## src/hdl/rrdt_pkg.sv

```systemverilog
`timescale 1ns / 1ps
`default_nettype none
// -----------------------------------------------------------------------------
// rrdt_pkg
// Shared widths, constants and types of the recent reading dedup table.
// -----------------------------------------------------------------------------
package rrdt_pkg;

  localparam int unsigned TableEntriesDefault = 32;

  localparam int unsigned DeviceW = 64;
  localparam int unsigned CountW  = 32;
  localparam int unsigned TimeW   = 63;
  localparam int unsigned TtlW    = 32;
  localparam int unsigned ApbAddrW = 3;
  localparam int unsigned ApbDataW = 32;

  localparam logic [TtlW-1:0] TtlReset = 32'd60000000;

  // register index, taken from paddr[2]
  localparam logic RegTimeToLive = 1'b0;

  typedef struct packed {
    logic               valid;
    logic [DeviceW-1:0] device;
    logic [CountW-1:0]  count;
    logic [TimeW-1:0]   stamp;
  } entry_t;

  typedef struct packed {
    logic shift;
    logic write;
  } cell_ctrl_t;

  typedef struct packed {
    logic hit;
    logic expire;
  } probe_t;

endpackage
`default_nettype wire

```

## src/hdl/rrdt_probe.sv

```systemverilog
`timescale 1ns / 1ps
`default_nettype none
// -----------------------------------------------------------------------------
// rrdt_probe
// Head-of-ring check: expiry of the entry and match against the reading.
// -----------------------------------------------------------------------------
module rrdt_probe (
  input  wire rrdt_pkg::entry_t                 entry_i,
  input  wire logic [rrdt_pkg::DeviceW-1:0]     device_i,
  input  wire logic [rrdt_pkg::CountW-1:0]      count_i,
  input  wire logic [rrdt_pkg::TimeW-1:0]       now_i,
  input  wire logic [rrdt_pkg::TtlW-1:0]        ttl_i,
  output rrdt_pkg::probe_t                      probe_o
);

  logic [rrdt_pkg::TimeW:0] age;
  logic                     expired;
  logic                     same;

  // top bit of the difference is the borrow: a stamp in the future never expires
  assign age     = {1'b0, now_i} - {1'b0, entry_i.stamp};
  assign expired = !age[rrdt_pkg::TimeW] &&
                   (age[rrdt_pkg::TimeW-1:0] >
                    {{(rrdt_pkg::TimeW-rrdt_pkg::TtlW){1'b0}}, ttl_i});
  assign same    = (entry_i.count == count_i) && (entry_i.device == device_i);

  assign probe_o.expire = entry_i.valid && expired;
  assign probe_o.hit    = entry_i.valid && !expired && same;

endmodule
`default_nettype wire

```

## config.mk

```make
export PLATFORM = sky130hd
export DESIGN_NAME = rrdt_probe
export DESIGN_NICKNAME = d
export VERILOG_FILES = /design/src/hdl/rrdt_pkg.sv /design/src/hdl/rrdt_probe.sv
export SDC_FILE = /design/constraint.sdc
export NUM_CORES = 1
export LEC_CHECK = 0
export ABC_AREA = 1
export BUFFER_PORTS_ARGS = -buffer_cell sky130_fd_sc_hd__buf_2
export CORE_AREA = 3 3 135 137
export DETAILED_ROUTE_END_ITERATION = 10
export DIE_AREA = 0 0 138 140
export GPL_ROUTABILITY_DRIVEN = 1
export PLACE_DENSITY_LB_ADDON = 0.12
export SYNTH_ARGS = -nofsm -noshare
export SYNTH_HDL_FRONTEND = slang
export SYNTH_SLANG_ARGS = --single-unit
```

## constraint.sdc

```tcl
create_clock -name vclk -period 5
set_clock_uncertainty 0.15 [all_clocks]
set_input_delay 1 -clock vclk [all_inputs]
set_output_delay 1 -clock vclk [all_outputs]
set_load 0.01 [all_outputs]
```

==> qor.txt <==
status: complete, but fails checks
failing checks: setup timing
slew at the pin closest to its max-slew limit: 773.1 ps
final non-filler cell total: 2520
Final Instance Area: 12820 um2
Core ar.: 17180 um2
post-DR wirelength/cell: 17.54 um
Worst VDD drop: 81.47 uV
FF/Latch Area: 0 um2
global placer's final weighted congestion: 1.131
Yosys cell types: 39
Total GRT Usage: 0.3981
critical path startpoint category: primary input
Max-slew headroom: 0.4798
worst setup margin: -327.9 ps
Power Density: 123.8 nW/um2
Worst EP arrival: 4180 ps
initial drt markers: 975
initial antenna violation count: 11
type of the worst min-delay path: primary input to output pin
Lkg Pwr: 8.244 nW
die width: 138 um
synth warn: 0
IO Count: 353
DRC: 0
WHS: 2228 ps
num sequential: 0
nets: 2734
DIE HEIGHT: 140 um
starting density of the core: 0.4989
CP startpoint: now_i[21]
# clk buffers: 0
critical path class: primary input to output pin
DP Area: 11830 um2
layout cells sized above 1: 0.3330
max-cap viol count: 0
total grt overflow: 0
fmax: 187.7 MHz
Synth Cell Area: 8569 um2
cts hold-fix bufs: 0
utilization after layout: 0.7466
Std-Cell Rows: 48
Slew Viols, Final: 0
min Tclk post-route: 5328 ps
vias post-DR: 13590
crit share post-route: 1.066
synth-to-layout area growth: 49.64%
largest net degree at the start of global routing: 8
worst-path maximum fanout: 3
post-place setup slack: -448.2 ps
Pre-antenna DRT Iters: 6
first-pass GRT wire length: 62.33 mm
sequential area share after synthesis: 0
Setup-failing EPs final: 2
syn_area_per_cell: 4.869 um2
cell count after synthesis: 1760
net count of the mapped netlist: 2207
critical path data required time: 3850 ps
RSZ-0062 raised after global routing: true
placed insts: 2499
DIE AREA: 19320 um2
critical path capture point type: output pin
port bufs: 353
hold_sp: entry_i[159]
Fin. Hold Viols: 0
drt total wl: 44.21 mm
Avg Vias per Cell: 5.392
post-route ant nets: 0
vias in the first global route: 12580
hpwl dp: 37.43 mm
-- where the power goes --
| group | internal (mW) | switching, mW |
|---|---|---|
| Clock | 0.000000268 | 0 |
| Sequential | 0 | 0 |
| Combinational | 0.681 | 0.906 |
-- synth_stat cells (all sizes together), types with 16 or more instances --
cell   count  area [um2]
xor2      37       324.1
o22ai     21       131.4
nand3     75       410.4
inv      479        1798
a21oi     66       337.8
nor2     132       570.5
nand4     31       193.9
o21ai     35       175.2
ha        95        1189
nand2    672        2562
nor3      17       100.1
nor4      19       118.9
a22o      16       140.1
-- critical path: stages --
cell	delay [ps]
buf_2	120
ha_4	270
buf_4	130
nand2_2	80
nor2_2	210
nand2_1	230
nor2_2	180
nand2_4	90
nand3_4	100
xor2_1	80
ha_1	310
nand4_1	170
nor2_1	170
nor4b_2	220
nand2_1	90
nand2_1	80
nand4_1	170
nand4_1	140
nand3_1	70
nor2_1	130
buf_2	160
-- logic make-up after synthesis --
logic type	share of synthesized area
compound gates	0.1132
fa+ha+maj	0.1410
simple gates	0.4839
xor+xnor	0.05212
buf+inv	0.2098
-- through the flow --
stage	TNS [ps]	total power, mW
4_1_cts	-549.6	1.395
5_1_grt	-922.2	1.717
2_1_floorplan	0	0.7526
3_5_place_dp	-895.1	1.363
3_3_place_gp	-715.3	1.336
6_report	-585.2	1.587
-- area by class of cell --
cell class | instances | area [um2]
timing repair buffer | 525 | 3114
fill | 1399 | 4353
antenna | 10 | 25.02
tap | 225 | 281.5
multi-input combinational | 1281 | 7597
inverter | 479 | 1805
-- per-layer routing --
layer / up-vias / global-route usage / wire length, um
met1: 6017 / 0.4486 / 15390
met3: 272 / 0.06521 / 4492
met5: - / 0 / 0
met4: 0 / 0.2480 / 4103
li1: 6430 / - / -
met2: 868 / 0.7004 / 20220
-- repair_timing --
item / in CTS / in global routing
endpoints found under the setup margin: 2 / 2
buffers inserted: 1 / 11
resized for setup: 37 / 170
endpoints found under the hold margin: 0 / 0
pin swaps: 24 / 68
-- placed cells by master, fill, tap and decap left out, types with 2 or more instances in the layout --
cell type / n
and2_1: 4
a21oi_1: 59
buf_4: 162
nand3b_1: 5
a22o_1: 16
buf_2: 350
xor2_1: 36
nor2_4: 11
nand3_2: 10
inv_1: 439
a21oi_2: 7
o211ai_1: 3
a221oi_1: 7
nor3_2: 3
nand3_4: 5
o21ai_1: 2
nand2_4: 14
ha_4: 28
xnor2_1: 14
and3_1: 3
o21bai_1: 3
o21ai_0: 33
nand3_1: 60
nor4_1: 18
diode_2: 10
nor2_1: 92
nand2_1: 589
inv_2: 37
or2_2: 10
ha_1: 66
inv_4: 3
nand4_1: 31
buf_6: 13
o22ai_1: 21
nor2_2: 29
a21o_1: 3
nand2_2: 69
nor3_1: 13
-- final timing paths --
check | end | slack, ps | cells past startpoint
hold / removal | probe_o[0] | 2230 | 4
setup / recovery | probe_o[0] | -330 | 21
(Power assumes the default switching activity.)
