**src/hdl/rrdt_pkg.sv**
```systemverilog
`timescale 1ns / 1ps
`default_nettype none
// -----------------------------------------------------------------------------
// rrdt_pkg
// Shared widths, constants and types of the recent reading dedup table.
// -----------------------------------------------------------------------------
package rrdt_pkg;

  localparam int unsigned TableEntriesDefault = 32;

  localparam int unsigned DeviceW = 64;
  localparam int unsigned CountW  = 32;
  localparam int unsigned TimeW   = 63;
  localparam int unsigned TtlW    = 32;
  localparam int unsigned ApbAddrW = 3;
  localparam int unsigned ApbDataW = 32;

  localparam logic [TtlW-1:0] TtlReset = 32'd60000000;

  // register index, taken from paddr[2]
  localparam logic RegTimeToLive = 1'b0;

  typedef struct packed {
    logic               valid;
    logic [DeviceW-1:0] device;
    logic [CountW-1:0]  count;
    logic [TimeW-1:0]   stamp;
  } entry_t;

  typedef struct packed {
    logic shift;
    logic write;
  } cell_ctrl_t;

  typedef struct packed {
    logic hit;
    logic expire;
  } probe_t;

endpackage
`default_nettype wire

```
**src/hdl/rrdt_cell.sv**
```systemverilog
`timescale 1ns / 1ps
`default_nettype none
// -----------------------------------------------------------------------------
// rrdt_cell
// One table slot of the ring: takes its neighbour's entry on a shift, or a
// new reading on a write.
// -----------------------------------------------------------------------------
module rrdt_cell (
  input  wire logic               clk_i,
  input  wire logic               rst_ni,
  input  wire rrdt_pkg::cell_ctrl_t ctrl_i,
  input  wire rrdt_pkg::entry_t   shift_entry_i,
  input  wire rrdt_pkg::entry_t   wr_entry_i,
  output rrdt_pkg::entry_t        entry_o
);

  logic             valid_q, valid_d;
  rrdt_pkg::entry_t data_q, data_d;

  always_comb begin
    valid_d = valid_q;
    data_d  = data_q;
    if (ctrl_i.write) begin
      valid_d = wr_entry_i.valid;
      data_d  = wr_entry_i;
    end else if (ctrl_i.shift) begin
      valid_d = shift_entry_i.valid;
      data_d  = shift_entry_i;
    end
  end

  always_ff @(posedge clk_i or negedge rst_ni) begin
    if (!rst_ni) begin
      valid_q <= 1'b0;
    end else begin
      valid_q <= valid_d;
    end
  end

  always_ff @(posedge clk_i) begin
    data_q <= data_d;
  end

  always_comb begin
    entry_o       = data_q;
    entry_o.valid = valid_q;
  end

endmodule
`default_nettype wire

```
**config.mk**
```make
export PLATFORM = sky130hd
export DESIGN_NAME = rrdt_cell
export DESIGN_NICKNAME = d
export VERILOG_FILES = /design/src/hdl/rrdt_pkg.sv /design/src/hdl/rrdt_cell.sv
export SDC_FILE = /design/constraint.sdc
export NUM_CORES = 1
export LEC_CHECK = 0
export ABC_CLOCK_PERIOD_IN_PS = 800
export BUFFER_PORTS_ARGS = -buffer_cell sky130_fd_sc_hd__buf_2
export CORE_AREA = 2 2 187 189
export DETAILED_ROUTE_END_ITERATION = 12
export DIE_AREA = 0 0 189 191
export SYNTH_ARGS = -nofsm -noshare
export SYNTH_HDL_FRONTEND = slang
export SYNTH_SLANG_ARGS = --single-unit
```
**constraint.sdc**
```tcl
create_clock -name clk_i -period 0.8 [get_ports clk_i]
set_input_delay 0.16 -clock clk_i [delete_from_list [all_inputs] [get_ports clk_i]]
set_output_delay 0.16 -clock clk_i [all_outputs]
set_load 0.02 [all_outputs]
```
==> results.cfg <==
[routing]
vias = 5174
first_iter_violations = 131
first_pass_iters = 4
wl_per_cell_um = 17.73
drtAntennaViolNets = 0
routed_via_density = 3.861
totalWireLength_um = 23760
drc_errors = 0

[cells_and_area]
fill_cells = 3323
seqCellArea_um2 = 4800
syn_to_final_growth_pct = 66.79
drive_gt1_frac = 0.8090
nets = 1197
multi_input_area_um2 = 2107
fin_cells = 1340
final_util = 0.3454
n_antenna_cell = 0
design_area_um2 = 11780

[worst_setup_path]
cp_max_fo = 1
worstReg2RegStart = valid_q
regToRegSetupSlack_ps = -20
cp_top_family = flip-flops
crit_chain = buf_6
critPathKind = register to output port
arrival_ps = 1060
max_stage_delay_ps = 450
startpoint = entry_o[156]
critPathBufInv = 1
critPathSlowestCell = edfxtp_1
crit_required_ps = 640
end_kind = output port
cp-start-kind = register

[sta]
setup_viol = 161
fin_crit_sh = 1.521
finalClockSkew_ps = 0
max_freq_ghz = 0.8216
drv_slew = 0
setup_ws_ps = -417.2
hold_viol_final = 0
worstMarginPinSlew_ps = 240.2
fin_crit_ps = 1217
rsz0062_at_grt = yes
slew_headroom = 0.8399

[pwr]
p_per_area_nw_per_um2 = 2036
p_leak_uw = 0.005327
ir_drop_v = 0.001378

[placed_design]
io_buffers = 483
place_inst = 1303
gp_congestion = 0.7732
place_area_um2 = 10280
hpwl_um = 19250

[min_path]
hold_path.class = input pin to register
min_from = wr_entry_i[141]

[die]
die-height_um = 191
coreArea_um2 = 34120
die-width_um = 189
start_util = 0.2071
fp-row-count = 68
dieArea_um2 = 36100
ios = 484

[grt]
antenna_found_initial = 9
grt_overflow = 0
grt_pass1_vias = 5354
grt_first_pass_wirelength_um = 32380
track_usage = 0.1258
grt_max_degree = 82

[clock_tree]
clock_sink_count = 160
numCtsBuffers = 17
hold_buffers = 3
clockRootBuffer = clkbuf_16
htreeDepth = 4
cts_tree = built
path_clk_slew_ps = 60
cts_buffer_depth = 2
clock_latency_ps = 430

[logic_synthesis]
syn_inst = 342
yosysSeqAreaShare = 0.6794
synth_top_cell_by_area = edfxtp_1
synth_nets = 666
synth_flop_cell = edfxtp_1
synthArstFlopShare = 0.006250
synthesis.area_um2 = 7064
synth_area_leaders = edfxtp_1 (68%), mux2_4 (16%), mux2_2 (13%)
ys_ff_latch = 160
synth.top_cell.area_share = 0.6759
synth_area_per_cell_um2 = 20.66
synth_edf_count = 159
post-synth-top-count-cell = edfxtp_1
synth_top_cells_by_count = edfxtp_1 (159), mux2_2 (82), mux2_4 (77)
synth_cell_types = 11
yosys_warnings = 0

[status]
violations = negative setup slack
status = finished with violations

[flow_run]
maxCapViolations = 0
-- sequential cells by signal, indices dropped and copies added, names as in the netlist --
name and flops:
entry_o 159, valid_q 1
-- layout by cell type (no fill, tap or decap) --
master,instances
o21ai_1,1
nand2_1,1
buf_6,134
buf_8,1
mux2_2,82
buf_4,35
mux2i_1,1
clkbuf_1,2
dlygate4sd3_1,3
mux2_4,77
buf_12,4
clkinvlp_4,3
clkinv_4,1
bufinv_16,2
buf_16,2
dfrtp_1,1
buf_2,350
edfxtp_1,159
clkbuf_16,19
clkinv_2,5
or2_4,1
clkinv_1,1
-- cell type report --
type,count,area share
flip-flops and latches,160,0.4073
repair buffers,531,0.3186
multi-input cells,163,0.1788
well taps,455,0.04832
clock buffers,19,0.03674
clock inverters,12,0.01019
-- worst paths after layout --
| check | to | cells after the start |
|---|---|---|
| worst max-delay path | entry_o[156] | 1 |
| worst min-delay path | entry_o[141] | 2 |
| worst max register to register | valid_q | 3 |
| worst min register to register | valid_q | 3 |
| max in group asynchronous | valid_q | 3 |
| min in group asynchronous | valid_q | 3 |
-- through the flow --
| stage | worst slack [ps] | total power, uW | TNS [ps] | hold WS (ps) |
|---|---|---|---|---|
| 4_1_cts | -464.3 | 23940 | -58520 | -14.66 |
| 3_3_place_gp | -528.1 | 15250 | -139230 | -62.74 |
| 5_1_grt | -467.1 | 24980 | -61360 | -16.88 |
| 6_report | -417.2 | 23980 | -52160 | 19.47 |
| 3_5_place_dp | -538.3 | 15300 | -142270 | -62.87 |
| 2_1_floorplan | -1348 | 13130 | -257820 | -135.6 |
-- routing by layer --
| layer | wire length, um | GRT usage |
|---|---|---|
| met1 | 8761 | 0.1321 |
| met2 | 12390 | 0.2298 |
| met3 | 2252 | 0.05324 |
| met4 | 358 | 0.03395 |
| met5 | 0 | 0 |
-- power breakdown --
group	switching, uW	leakage, uW	internal, uW
Sequential	430	0.00163	10300
Combinational	2450	0.00343	2960
Clock	3300	0.000266	4530
Total	6180	0.00533	17800
-- repair_timing --
action                     CTS  global route
cloned                       1             1
setup endpoints to repair  291           195
resized for setup          160           112
hold endpoints to repair    82            53
buffers inserted             0             1
pin swaps                    0             0
-- cells by family (layout without fill, tap and decap cells) --
logic type | count (synthesis) | count (layout) | synth area share
buf+inv | 19 | 562 | 0.02267
compound gates | 1 | 1 | 0.0007078
mux | 160 | 160 | 0.2958
flops | 160 | 160 | 0.6794
simple gates | 2 | 2 | 0.001417
Note: power is estimated with default switching activity, not from simulation.
